[src/rtl/mf3_pkg.sv]
package mf3_pkg;

	localparam int LANE_W    = 16;
	localparam int NUM_CH    = 4;
	localparam int PIX_W     = LANE_W * NUM_CH;
	localparam int NUM_CELLS = 9;
	localparam int CFG_IDX_W = 4;
	localparam int Q_DEPTH   = 4;

	localparam logic [CFG_IDX_W-1:0] CFG_IMAGE_WIDTH  = 4'd0;
	localparam logic [CFG_IDX_W-1:0] CFG_IMAGE_HEIGHT = 4'd1;
	localparam logic [CFG_IDX_W-1:0] CFG_MEDIAN_MASK  = 4'd2;

	localparam logic [11:0] RST_IMAGE_WIDTH  = 12'd640;
	localparam logic [15:0] RST_IMAGE_HEIGHT = 16'd480;
	localparam logic [63:0] RST_MEDIAN_MASK  = 64'h0000_FFFF_FFFF_FFFF;

	typedef logic [PIX_W-1:0]  pixel_t;
	typedef logic [LANE_W-1:0] lane_t;

	typedef struct packed {
		logic  mode;
		lane_t in_blue;
		lane_t in_green;
		lane_t in_red;
		lane_t in_alpha;
	} in_item_t;

	typedef struct packed {
		lane_t out_blue;
		lane_t out_green;
		lane_t out_red;
		lane_t out_alpha;
		logic  frame_done;
	} out_item_t;

	typedef struct packed {
		pixel_t [NUM_CELLS-1:0] cells;
		pixel_t                 orig;
		logic                   done;
	} q_entry_t;

	typedef struct packed {
		logic full;
		logic empty;
	} q_status_t;

	typedef struct packed {
		lane_t lo;
		lane_t md;
		lane_t hi;
	} sort3_t;

	function automatic sort3_t sort3(input lane_t a, input lane_t b, input lane_t c);
		lane_t  mn_ab;
		lane_t  mx_ab;
		lane_t  mn_mc;
		sort3_t r;
		mn_ab = (a < b) ? a : b;
		mx_ab = (a < b) ? b : a;
		mn_mc = (mx_ab < c) ? mx_ab : c;
		r.lo  = (mn_ab < c) ? mn_ab : c;
		r.hi  = (mx_ab > c) ? mx_ab : c;
		r.md  = (mn_ab > mn_mc) ? mn_ab : mn_mc;
		return r;
	endfunction

	function automatic lane_t med3(input lane_t a, input lane_t b, input lane_t c);
		sort3_t r;
		r = sort3(a, b, c);
		return r.md;
	endfunction

	function automatic lane_t max3(input lane_t a, input lane_t b, input lane_t c);
		sort3_t r;
		r = sort3(a, b, c);
		return r.hi;
	endfunction

	function automatic lane_t min3(input lane_t a, input lane_t b, input lane_t c);
		sort3_t r;
		r = sort3(a, b, c);
		return r.lo;
	endfunction

endpackage

[src/rtl/mf3_queue.sv]
module mf3_queue (
	input  logic               clk,
	input  logic               arst_n,
	input  logic               push,
	input  mf3_pkg::q_entry_t  push_data,
	input  logic               pop,
	output mf3_pkg::q_entry_t  pop_data,
	output mf3_pkg::q_status_t stat
);
	import mf3_pkg::*;

	localparam int PTR_W = $clog2(Q_DEPTH);

	q_entry_t         mem_q [Q_DEPTH];
	logic [PTR_W-1:0] wr_q;
	logic [PTR_W-1:0] rd_q;
	logic [PTR_W:0]   cnt_q;

	assign stat.full  = cnt_q == (PTR_W + 1)'(Q_DEPTH);
	assign stat.empty = cnt_q == '0;
	assign pop_data   = mem_q[rd_q];

	always_ff @(posedge clk) begin
		if (push) begin
			mem_q[wr_q] <= push_data;
		end
	end

	always_ff @(posedge clk or negedge arst_n) begin
		if (!arst_n) begin
			wr_q  <= '0;
			rd_q  <= '0;
			cnt_q <= '0;
		end else begin
			if (push) begin
				wr_q <= wr_q + 1'b1;
			end
			if (pop) begin
				rd_q <= rd_q + 1'b1;
			end
			cnt_q <= cnt_q + (PTR_W + 1)'(push) - (PTR_W + 1)'(pop);
		end
	end
endmodule

[config.mk]
export PLATFORM = sky130hd
export DESIGN_NAME = mf3_queue
export DESIGN_NICKNAME = d
export VERILOG_FILES = /design/src/rtl/mf3_pkg.sv /design/src/rtl/mf3_queue.sv
export SDC_FILE = /design/constraint.sdc
export NUM_CORES = 2
export LEC_CHECK = 0
export BUFFER_PORTS_ARGS = -buffer_cell sky130_fd_sc_hd__buf_2
export CAP_MARGIN = 20
export CORE_AREA = 2 2 498 500
export DETAILED_ROUTE_END_ITERATION = 8
export DIE_AREA = 0 0 500 502
export GPL_TIMING_DRIVEN = 0
export SETUP_SLACK_MARGIN = 0.1
export SYNTH_ARGS = -nofsm -noshare
export SYNTH_HDL_FRONTEND = slang
export SYNTH_SLANG_ARGS = --single-unit
[constraint.sdc]
create_clock -name clk -period 48.1 [get_ports clk]
set_clock_uncertainty 0.1 [all_clocks]
set_input_delay 7.215 -clock clk [delete_from_list [all_inputs] [get_ports clk]]
set_output_delay 7.215 -clock clk [all_outputs]
set_load 0.01 [all_outputs]
======== Word-level counts from Yosys, hierarchy flattened ========
Memory sizes are Yosys's and may differ from the RTL's.
Cells that the tools add are included.
word-level totals
  memories kept ........................... 1
  flip-flop bits (word level) ............. 7
  memory bits (writable) .................. 2564
  output and inout bits ................... 643
operators by class
  $add $sub $neg .......................... 4
  equality and inequality tests ........... 1
  muxes and demuxes ....................... 2
  reductions and logical operators ........ 1
memories
  memory  depth  bits a word  read ports  clocked after Yosys merged registers in  write ports  RTL line         RTL
  mem_q   4      641          1           0                                        1            mf3_queue.sv:14  q_entry_t mem_q [Q_DEPTH];
operators with widths
  kind                   count
  $add A2 B1 Y2 const B  2
  $add A3 B1 Y3          1
  $eq A3 B3 Y1 const B   1
  $logic_not A3 Y1       1
  $sub A3 B1 Y3          1
  $mux W1                2

======== Logic depth before layout (Yosys ltp) ========
  depth in word-level cells ............... 2
  depth in mapped cells ................... 7
  depth with buffers taken out ............ 7

======== Worst setup path before layout ========
No wires, ideal clock.
  kind .................................... input-to-reg
  from .................................... input push
  to ...................................... memory mem_q[0][0] (netlist bit) (enable)
  stages on the path ...................... 1
  slack ................................... 25.330 ns
  library setup time ...................... 1.089 ns
  data arrival time ....................... 21.581 ns
  cells stage by stage .................... and2_1
on the way
  word-level cells in the longest chain between the ends .. 2
RTL lines
  item                           RTL line         RTL
  start, declared                mf3_queue.sv:4   input logic push,
  $mux W1                        mf3_queue.sv:24  if (push) begin
  $mux W1 (not written as such)  mf3_queue.sv:25  mem_q[wr_q] <= push_data;
  end, declared                  mf3_queue.sv:14
No other way between the ends.

==> flow_metrics.py <==
metrics = {
    "sta": {
        "max_freq_mhz": 89.6,
        "setup_viol": 0,
        "fin_tns_setup_ps": 0,
        "whs_ps": 440,
        "fin_crit_sh": 0.232,
        "hold_violations": 0,
        "worstMarginPinSlew_ps": 1010,
        "relSlewSlack": 0.326,
        "min_period_ps": 11160,
        "drv_slew": 0,
        "grt_setup_unrepaired": "false",
    },
    "clock_network": {
        "cts_max_path_buffers": 4,
        "cts-htree-levels": 5,
        "cts_resized": 0,
        "post_cts_buffers": 0,
        "insertion_delay_ps": 860,
        "cts_buffers": 289,
        "cts_tree": "yes",
        "clk_pin_slew_worst_paths_ps": 50,
        "cts_hold_buf": 0,
        "cts_sinks": 2571,
        "root_buffer": "clkbuf_16",
    },
    "synthesis": {
        "synth_top_area_frac": 0.830,
        "synth_ff_type": "edfxtp_1",
        "ys_seq_elements": 2571,
        "synth_fp_nets": 4034,
        "ys_top_cells_by_area": "edfxtp_1 (83%), mux4_2 (16%), buf_6 (0.38%)",
        "yosysMostFrequentCell": "edfxtp_1",
        "syn_area_um2": 92800,
        "synthTopCellsByCount": "edfxtp_1 (2564), mux4_2 (641), buf_2 (43)",
        "synth_cell_types": 18,
        "synth_cells": 3382,
        "avgSynthCellArea_um2": 27.4,
        "synth_top_cell_by_area": "edfxtp_1",
        "ys_warn_count": 0,
        "synth-edff-count": 2564,
        "ys_async_sr_fraction": 0.00272,
        "yosysSeqAreaShare": 0.832,
    },
    "grt": {
        "grtUsageMet1": 0.229,
        "use_met2": 0.325,
        "grt_use_total": 0.197,
        "grt_max_degree": 56,
        "grt-busiest-layer": "met2",
        "met3_usage": 0.0809,
        "grt_pass1_wl_mm": 347,
        "grt_antenna_before_repair": 170,
        "grt_remaining_overflow": 0,
        "grt_pass1_vias": 45100,
    },
    "setup_path": {
        "crit_top_cell": "buf_2",
        "cpPeakStageDelay_ps": 770,
        "cp.depth": 5,
        "crit_path_max_fanout": 10,
        "path_buf_inv": 4,
        "crit_arrival_ps": 3850,
        "crit_required_ps": 40780,
        "critPathCaptureType": "primary output",
        "worstSetupPathType": "reg -> out",
        "worst_setup_path_start_kind": "flop",
        "cp_top_family": "buffers and inverters",
        "path_cells": "buf_2 > clkbuf_1 > buf_2 > mux4_2 > buf_2",
        "slowest_stage": "clkbuf_1",
        "rr_worst_depth": 7,
    },
    "placement": {
        "place.gp.congestion": 0.799,
        "place_inst": 7949,
        "hpwl_mm": 180,
        "io_buffers": 1287,
    },
    "floorplanning": {
        "fp-row-count": 182,
        "io_pins": 1288,
        "die_x_um": 500,
        "start_util": 0.378,
        "dieArea_um2": 251000,
        "core_um2": 245000,
        "die_y_um": 502,
    },
    "min_path": {
        "hold_class": "reg -> reg",
        "whs_path_depth": 1,
    },
    "detailed_routing": {
        "ant_nets": 0,
        "drtPass1Iterations": 7,
        "routed_via_density": 5.16,
        "wl_per_cell_um": 29.7,
        "drc_errors": 0,
        "routed_wl_mm": 253,
        "vias": 44000,
        "dr.first_iter.drc_count": 4007,
    },
    "power_and_ir_drop": {
        "power.density_nw_per_um2": 64.5,
        "p_total_mw": 7.33,
        "leakage_nw": 38.3,
        "vdd_ir_drop_max_mv": 0.0401,
    },
    "cells_and_area": {
        "finalNetCount": 5672,
        "drive_gt1_frac": 0.472,
        "area_delta_synth_final_pct": 22.4,
        "final_cells": 8524,
        "fin_util": 0.463,
    },
    "flow_run": {
        "cap_violations": 0,
    },
    "status": {
        "run_status": "completed",
    },
}
[path summary, 6_finish.rpt]
path	from	end	slack (ps)
worst max-delay path	rd_q[1]$_DFFE_PN0P_	pop_data[328]	36940
worst min-delay path	wr_q[0]$_DFFE_PN0P_	wr_q[0]$_DFFE_PN0P_	440
worst max register to register	wr_q[0]$_DFFE_PN0P_	mem_q[2][192]$_DFFE_PP_	45290
worst min register to register	wr_q[0]$_DFFE_PN0P_	wr_q[0]$_DFFE_PN0P_	440
max in group asynchronous	arst_n	cnt_q[1]$_DFF_PN0_	41610
min in group asynchronous	arst_n	rd_q[1]$_DFFE_PN0P_	6100
[metal layers]
layer | wire, um | vias to the layer above
met1 | 90700 | 23100
li1 | - | 18300
met3 | 27200 | 573
met2 | 125000 | 1864
met5 | 702 | -
met4 | 10000 | 112
[cells by family after synthesis]
| logic type | Yosys count | share of synthesized area |
|---|---|---|
| fa+ha+maj | 7 | 0.00102 |
| simple gates | 8 | 0.000472 |
| compound gates | 1 | 0.0000539 |
| xor+xnor | 5 | 0.000472 |
| flops | 2571 | 0.832 |
| mux | 641 | 0.156 |
| buf+inv | 149 | 0.0106 |
[state kept, by name, summed over array words and instances, names as in the netlist]
name / cells
cnt_q: 3
mem_q: 2564
rd_q: 2
wr_q: 2
[cell usage in the layout (no fill, tap or decap), drive strengths merged, types with 6 or more instances in the layout]
master	instances
edfxtp	2564
clkinv	108
diode	86
clkbuf	364
mux4	641
ha	6
buf	1476
bufinv	10
inv	24
dfrtp	7
[worst register-to-register path, cell delays in order, from the launching register on]
cell and delay [ps]:
dfrtp_1 420, inv_1 100, ha_1 140, and2_4 500, buf_16 300, buf_16 270, buf_12 300, buf_16 310
[metrics by stage]
stage                     instance area [um2]  setup slack [ps]
after global placement                 103000             11130
after CTS                              113000             36600
after floorplan                         92800             25330
after global routing                   113000             36710
final                                  114000             36940
after detailed placement               105000             37590
[layout make-up]
class	instances	area (um2)
Clock inverter	139	1030
Sequential cell	2571	77200
Timing Repair Buffer	1347	8010
Buffer	143	965
Clock buffer	350	7480
Fill cell	20200	132000
Tap cell	3220	4030
Antenna cell	86	215
Multi-Input combinational cell	662	14600
Inverter	6	22.5
[power by group]
part	switching [mW]	total [mW]	internal (mW)	leakage, nW
clock	0.847	2.01	1.16	4.15
sequential	0.0732	2.99	2.92	23.6
combinational	1.39	2.33	0.940	10.5
Power figures use the tool's default switching activity.
