File: src/rtl/mf3_pkg.sv
package mf3_pkg;

	localparam int LANE_W    = 16;
	localparam int NUM_CH    = 4;
	localparam int PIX_W     = LANE_W * NUM_CH;
	localparam int NUM_CELLS = 9;
	localparam int CFG_IDX_W = 4;
	localparam int Q_DEPTH   = 4;

	localparam logic [CFG_IDX_W-1:0] CFG_IMAGE_WIDTH  = 4'd0;
	localparam logic [CFG_IDX_W-1:0] CFG_IMAGE_HEIGHT = 4'd1;
	localparam logic [CFG_IDX_W-1:0] CFG_MEDIAN_MASK  = 4'd2;

	localparam logic [11:0] RST_IMAGE_WIDTH  = 12'd640;
	localparam logic [15:0] RST_IMAGE_HEIGHT = 16'd480;
	localparam logic [63:0] RST_MEDIAN_MASK  = 64'h0000_FFFF_FFFF_FFFF;

	typedef logic [PIX_W-1:0]  pixel_t;
	typedef logic [LANE_W-1:0] lane_t;

	typedef struct packed {
		logic  mode;
		lane_t in_blue;
		lane_t in_green;
		lane_t in_red;
		lane_t in_alpha;
	} in_item_t;

	typedef struct packed {
		lane_t out_blue;
		lane_t out_green;
		lane_t out_red;
		lane_t out_alpha;
		logic  frame_done;
	} out_item_t;

	typedef struct packed {
		pixel_t [NUM_CELLS-1:0] cells;
		pixel_t                 orig;
		logic                   done;
	} q_entry_t;

	typedef struct packed {
		logic full;
		logic empty;
	} q_status_t;

	typedef struct packed {
		lane_t lo;
		lane_t md;
		lane_t hi;
	} sort3_t;

	function automatic sort3_t sort3(input lane_t a, input lane_t b, input lane_t c);
		lane_t  mn_ab;
		lane_t  mx_ab;
		lane_t  mn_mc;
		sort3_t r;
		mn_ab = (a < b) ? a : b;
		mx_ab = (a < b) ? b : a;
		mn_mc = (mx_ab < c) ? mx_ab : c;
		r.lo  = (mn_ab < c) ? mn_ab : c;
		r.hi  = (mx_ab > c) ? mx_ab : c;
		r.md  = (mn_ab > mn_mc) ? mn_ab : mn_mc;
		return r;
	endfunction

	function automatic lane_t med3(input lane_t a, input lane_t b, input lane_t c);
		sort3_t r;
		r = sort3(a, b, c);
		return r.md;
	endfunction

	function automatic lane_t max3(input lane_t a, input lane_t b, input lane_t c);
		sort3_t r;
		r = sort3(a, b, c);
		return r.hi;
	endfunction

	function automatic lane_t min3(input lane_t a, input lane_t b, input lane_t c);
		sort3_t r;
		r = sort3(a, b, c);
		return r.lo;
	endfunction

endpackage

File: src/rtl/mf3_back.sv
module mf3_back (
	input  logic               clk,
	input  logic               arst_n,
	input  mf3_pkg::q_entry_t  q_data,
	input  mf3_pkg::q_status_t q_stat,
	output logic               q_pop,
	input  logic [63:0]        median_bit_mask,
	output logic               out_valid,
	input  logic               out_stall,
	output mf3_pkg::out_item_t out_data
);
	import mf3_pkg::*;

	logic   adv;
	logic   b1_valid_q;
	logic   b2_valid_q;
	logic   out_valid_q;
	sort3_t srt_s1 [NUM_CH][3];
	pixel_t orig_s1;
	logic   done_s1;
	lane_t  lo_s2 [NUM_CH];
	lane_t  md_s2 [NUM_CH];
	lane_t  hi_s2 [NUM_CH];
	pixel_t orig_s2;
	logic   done_s2;
	pixel_t med;
	pixel_t res;
	pixel_t res_q;
	logic   done_q;

	// advance the whole pipe whenever the output register can move
	assign adv   = !out_valid_q | !out_stall;
	assign q_pop = adv & !q_stat.empty;

	always_ff @(posedge clk or negedge arst_n) begin
		if (!arst_n) begin
			b1_valid_q  <= 1'b0;
			b2_valid_q  <= 1'b0;
			out_valid_q <= 1'b0;
		end else if (adv) begin
			b1_valid_q  <= q_pop;
			b2_valid_q  <= b1_valid_q;
			out_valid_q <= b2_valid_q;
		end
	end

	always_ff @(posedge clk) begin
		if (adv) begin
			for (int ch = 0; ch < NUM_CH; ch++) begin
				for (int r = 0; r < 3; r++) begin
					srt_s1[ch][r] <= sort3(q_data.cells[r*3 + 0][ch*LANE_W +: LANE_W],
						q_data.cells[r*3 + 1][ch*LANE_W +: LANE_W],
						q_data.cells[r*3 + 2][ch*LANE_W +: LANE_W]);
				end
				lo_s2[ch] <= max3(srt_s1[ch][0].lo, srt_s1[ch][1].lo, srt_s1[ch][2].lo);
				md_s2[ch] <= med3(srt_s1[ch][0].md, srt_s1[ch][1].md, srt_s1[ch][2].md);
				hi_s2[ch] <= min3(srt_s1[ch][0].hi, srt_s1[ch][1].hi, srt_s1[ch][2].hi);
			end
			orig_s1 <= q_data.orig;
			done_s1 <= q_data.done;
			orig_s2 <= orig_s1;
			done_s2 <= done_s1;
			res_q   <= res;
			done_q  <= done_s2;
		end
	end

	always_comb begin
		for (int ch = 0; ch < NUM_CH; ch++) begin
			med[ch*LANE_W +: LANE_W] = med3(lo_s2[ch], md_s2[ch], hi_s2[ch]);
		end
		res = (med & median_bit_mask) | (orig_s2 & ~median_bit_mask);
	end

	assign out_valid           = out_valid_q;
	assign out_data.out_blue   = res_q[0*LANE_W +: LANE_W];
	assign out_data.out_green  = res_q[1*LANE_W +: LANE_W];
	assign out_data.out_red    = res_q[2*LANE_W +: LANE_W];
	assign out_data.out_alpha  = res_q[3*LANE_W +: LANE_W];
	assign out_data.frame_done = done_q;
endmodule

File: config.mk
export PLATFORM = sky130hd
export DESIGN_NAME = mf3_back
export DESIGN_NICKNAME = d
export VERILOG_FILES = /design/src/rtl/mf3_pkg.sv /design/src/rtl/mf3_back.sv
export SDC_FILE = /design/constraint.sdc
export NUM_CORES = 2
export LEC_CHECK = 0
export BUFFER_PORTS_ARGS = -buffer_cell sky130_fd_sc_hd__clkbuf_2
export CORE_ASPECT_RATIO = 2
export CORE_MARGIN = 4
export CORE_UTILIZATION = 44
export CTS_CLUSTER_SIZE = 30
export DETAILED_ROUTE_END_ITERATION = 6
export SLEW_MARGIN = 20
export SYNTH_ARGS = -nofsm -noshare
export SYNTH_HDL_FRONTEND = slang
export SYNTH_SLANG_ARGS = --single-unit
export TNS_END_PERCENT = 30
File: constraint.sdc
create_clock -name clk -period 29.9 [get_ports clk]
set_input_delay 4.485 -clock clk [delete_from_list [all_inputs] [get_ports clk]]
set_output_delay 4.485 -clock clk [all_outputs]
set_load 0.01 [all_outputs]
Word-level counts from Yosys, hierarchy flattened
Memory sizes are Yosys's and may differ from the RTL's.
Index checks and enable logic that the tools add are counted.
{ "op_classes": {"order_cmp": 100, "muxes": 122, "n_bitwise": 6, "reduce_logical": 3} }
{ "op_table": {"columns": ["op", "n"], "rows": [
  ["16-bit two-way mux", 120],
  ["16-bit < comparator", 64],
  ["16-bit > comparator", 36],
  ["64-bit AND", 2],
  ["64-bit NOT", 1],
  ["64-bit bitwise OR", 1],
  ["1-bit logical NOT", 3],
  ["1-bit two-way mux", 2],
  ["1-bit AND", 1],
  ["1-bit bitwise OR", 1]
]} }
{ "totals": {"register_bits": 198, "ramBits": 768, "input_bits": 710, "wordCells": 244, "n_memories": 4} }
{ "mem_list": {"columns": ["name", "words", "word_bits", "rd", "rd_ports_with_merged_regs", "write_ports", "line", "rtl"], "rows": [
  ["srt_s1", 4, 144, 4, 0, 4, "mf3_back.sv:18", "sort3_t srt_s1 [NUM_CH][3];"],
  ["hi_s2", 4, 16, 4, 0, 4, "mf3_back.sv:23", "lane_t hi_s2 [NUM_CH];"],
  ["lo_s2", 4, 16, 4, 0, 4, "mf3_back.sv:21", "lane_t lo_s2 [NUM_CH];"],
  ["md_s2", 4, 16, 4, 0, 4, "mf3_back.sv:22", "lane_t md_s2 [NUM_CH];"]
]} }

Longest topological paths before layout
{ "depth": {"ltp_word": 8, "depth_mapped": 33, "depth_no_buf": 30} }

Worst setup path after synthesis
OpenSTA, ideal clock, no wires.
{ "synth_path": {"kind": "input to register", "startpoint": "in out_stall", "endpoint": "reg b2_valid_q", "setup_ns": 0.174, "t_arrival_ns": 27.220, "t_required_ns": 29.726, "slack_ns": 2.506, "path_stages": 2, "path_cell_list": "nand2_1 -> mux2_2"} }
{ "synth_between": {"elab_chain_cells": 2} }
{ "synth_rtl": {"columns": ["item", "line", "rtl"], "rows": [
  ["start, declared", "mf3_back.sv:9", "input logic out_stall,"],
  ["1-bit logical NOT", "mf3_back.sv:32", "assign adv = !out_valid_q | !out_stall;"],
  ["1-bit bitwise OR", "mf3_back.sv:32", null],
  ["end signal, assigned", "mf3_back.sv:42", "b2_valid_q <= b1_valid_q;"],
  ["end, declared", "mf3_back.sv:16", "logic b2_valid_q;"]
]} }
No other way between the ends.
A chain may end at the register's enable or synchronous reset.

==> flow_summary_export.csv <==
group,metric,value,unit
outcome,status,"finished clean",
clock_network,post_cts_buffers,0,
timing,fin_tns_setup,0,ps
flow_run,maxCapViolCount,0,
clock_network,root_buffer,"clkbuf_16",
synthesis,synth-edff-count,963,
synthesis,synth_cell_type_count,82,
synthesis,ys_ff_latch,966,
clock_network,cts_tree,"yes",
synthesis,dominantRegCellSynth,"edfxtp_1",
power,vdd_drop_max,0.1263,mV
synthesis,synth_top_cell_by_area,"edfxtp_1",
worst_setup_path,start_kind,"primary input",
cells_and_area,multi_input_area,50500,um2
cells_and_area,drive_gt1_share,18.78,%
die,core-area,190900,um2
synthesis,syn_area_per_cell,9.818,um2
hold_path,min_path_type,"reg2reg",
cells_and_area,ff_latch_area,28990,um2
synthesis,synth_cells,8592,
die,rows,227,
timing,clock-skew-final,68.90,ps
global_routing,grt_pass1_vias,70330,
global_routing,grt_pass1_wl,467500,um
route,firstDrtPassIters,6,
synthesis,synth_top_cell_area_share,34.28,%
global_routing,overflow,0,
timing,fin_crit,11170,ps
synthesis,synth.area.top_cells,"edfxtp_1 34%, ha_1 20%, mux2_2 8.0%",
route,ant_nets,0,
die,num_io_pins,777,
route,vias_per_cell,5.744,
cells_and_area,n_fill_cell,17820,
synthesis,yosysWarnings,0,
worst_setup_path,endpoint_kind,"register",
power,switching_share,48.66,%
power,pwr-share-clk,11.7,%
timing,finalCritPeriodShare,37.37,%
timing,hold_viol,0,
power,powerDensity,121.7,nW/um2
timing,slew_viol_final,0,
die,dieArea,199200,um2
worst_setup_path,r2r_cells,26,
placement,port_buffers,775,
timing,setup_violations,0,
global_routing,antenna_found_initial,147,
global_routing,grt_max_degree,78,
synthesis,async_flop_share,0.3106,%
clock_network,clk_pin_slew_worst_paths,80,ps
synthesis,synth_common_cells,"1,356 x ha_1, 1,116 x inv_1, 963 x edfxtp_1, 661 x mux2i_1, 629 x nand2_1",
synthesis,synth_nets,10660,
timing,relSlewSlack,19.62,%
cells_and_area,final_nets,11360,
power,p_seq_share,24.2,%
global_routing,track_usage,32.39,%
cells_and_area,syn_to_final_growth,12.69,%
placement,dpl.hpwl,287600,um
worst_setup_path,critical_path_required,30440,ps
power,power.internal,5940,uW
worst_setup_path,path_max_fanout,17,
clock_network,clock_latency,770,ps
route,via_count,68860,
route,wl,334400,um
power,p_switching,5629,uW
worst_setup_path,crit_type,"in2reg",
synthesis,syn_area,84350,um2
timing,tightest_slew,1198,ps
clock_network,ctsResizeCount,0,
clock_network,numCtsBuffers,97,
clock_network,postCtsHoldBufs,0,
clock_network,numClockSinks,966,
route,wl_per_cell,27.90,um
power,p_comb_share,64.1,%
synthesis,yosysMostFrequentCell,"ha_1",
placement,gp_congestion,1.113,
route,drtIter0Drc,4240,
synthesis,synth_seq_area_share,34.37,%
die,start_util,44.20,%
clock_network,cts_max_level,3,
power,p_total,11570,uW
clock_network,clockBufferDepth,3,
die,fp.dieW,317.6,um
power,p_leak,0.04579,uW
worst_setup_path,crit_arrival,11710,ps
hold_path,hold_depth,0,
die,fp.dieH,627.2,um
timing,rsz0062_at_grt,"no",
timing,clock.fmax,89.50,MHz
route,drc_errors,0,
-- routing by layer --
metal | GRT usage, % | wire length, um | share of wire [%]
met1 | 28.34 | 103400 | 31
met2 | 60.36 | 172300 | 52
met3 | 6.941 | 19360 | 5.8
met4 | 31.08 | 38930 | 12
met5 | 0 | 410 | 0.12
-- registers in the layout, summed over array words and instances (netlist names), 64 cells and up --
name / cells
lo_s2: 64
res_q: 64
orig_s2: 64
md_s2: 64
orig_s1: 64
srt_s1: 576
hi_s2: 64
-- cell type report --
| type | count | area share (%) |
|---|---|---|
| Timing Repair Buffer | 869 | 4.820 |
| Tap cell | 2519 | 3.316 |
| Clock buffer | 106 | 2.611 |
| Antenna cell | 92 | 0.2422 |
| Sequential cell | 966 | 30.50 |
| Clock inverter | 72 | 0.9806 |
| Inverter | 1116 | 4.407 |
| Multi-Input combinational cell | 6248 | 53.12 |
-- worst paths after layout --
kind | startpoint | to | slack (ps)
min reg2reg | orig_s1[13] | orig_s2[13] | 420
min in group asynchronous | arst_n | b1_valid_q | 3530
max | q_data[376] | srt_s1[3][78] | 18730
max reg2reg | srt_s1[0][66] | md_s2[0][9] | 21530
max in group asynchronous | arst_n | b2_valid_q | 26250
min | orig_s1[13] | orig_s2[13] | 420
-- power by group through the flow --
stage          clock network [uW]  registers (uW)  logic [uW]
5_1_grt                      1430            2810        8170
3_3_place_gp                    0            2810        7210
2_1_floorplan                   0            2830        5050
4_1_cts                      1390            2800        7390
6_report                     1360            2790        7420
3_5_place_dp                    0            2820        7340
-- metrics by stage --
stage          std cells  hold WS (ps)  util [%]  worst slack (ps)  area (um2)
2_1_floorplan       8592         400.3         -              2506       84350
3_3_place_gp       11720         401.0     47.87             18010       91370
3_5_place_dp       11720         404.5     47.87             17860       91370
4_1_cts            11890         417.2     49.66             18680       94780
5_1_grt            11940         422.9     49.74             18390       94940
6_report           11990         417.9     49.80             18730       95060
-- critical path, cell delays in order --
cell and delay [ps]:
clkbuf_2 100, inv_1 40, ha_1 300, nand4_1 180, o21ai_0 330, a31oi_1 190, o31ai_4 800, buf_4 390
mux2_2 420, ha_1 310, nand4_1 90, or3_1 450, o21ai_0 190, a31oi_1 60, nand2_1 410, buf_4 330
mux2i_1 320, ha_1 300, a21o_1 160, a211oi_1 250, nor2_1 80, o211ai_1 160, nand2_1 140, o31ai_4 510
buf_4 340, mux2i_1 360
-- cells by family after synthesis --
kind of cell / count (synthesis) / share of synthesized area (%)
AO/OA/AOI/OAI: 1871 / 13.62
AND/OR/NAND/NOR: 1757 / 9.757
buffers and inverters: 1378 / 6.246
adder cells (fa/ha/maj): 1356 / 20.11
multiplexers: 1264 / 15.89
flip-flops: 966 / 34.37
-- placed cells by master, fill, tap and decap left out, types with 11 or more instances in the layout --
master	count
inv_1	1116
o21ai_1	26
clkinv_1	12
a211o_1	21
clkinvlp_4	12
o21ai_0	572
nand2b_1	72
mux2_2	603
clkbuf_16	98
o221a_2	36
nand4_1	158
o211ai_1	48
nor3_1	101
o21a_1	92
ha_1	1356
o22ai_1	13
a211oi_1	43
a2111oi_0	20
mux2i_1	661
a21oi_1	558
a311oi_1	12
buf_4	93
bufinv_16	17
or2_2	29
nor2_1	440
clkinv_2	14
or2_1	11
edfxtp_1	963
and4_1	36
nor2b_1	101
nand3_1	89
nand2_1	628
a221oi_1	19
nor4_1	18
or3_1	20
diode_2	92
clkbuf_2	776
a21o_1	223
a221o_1	11
a31oi_1	57
Power figures use the tool's default switching activity.
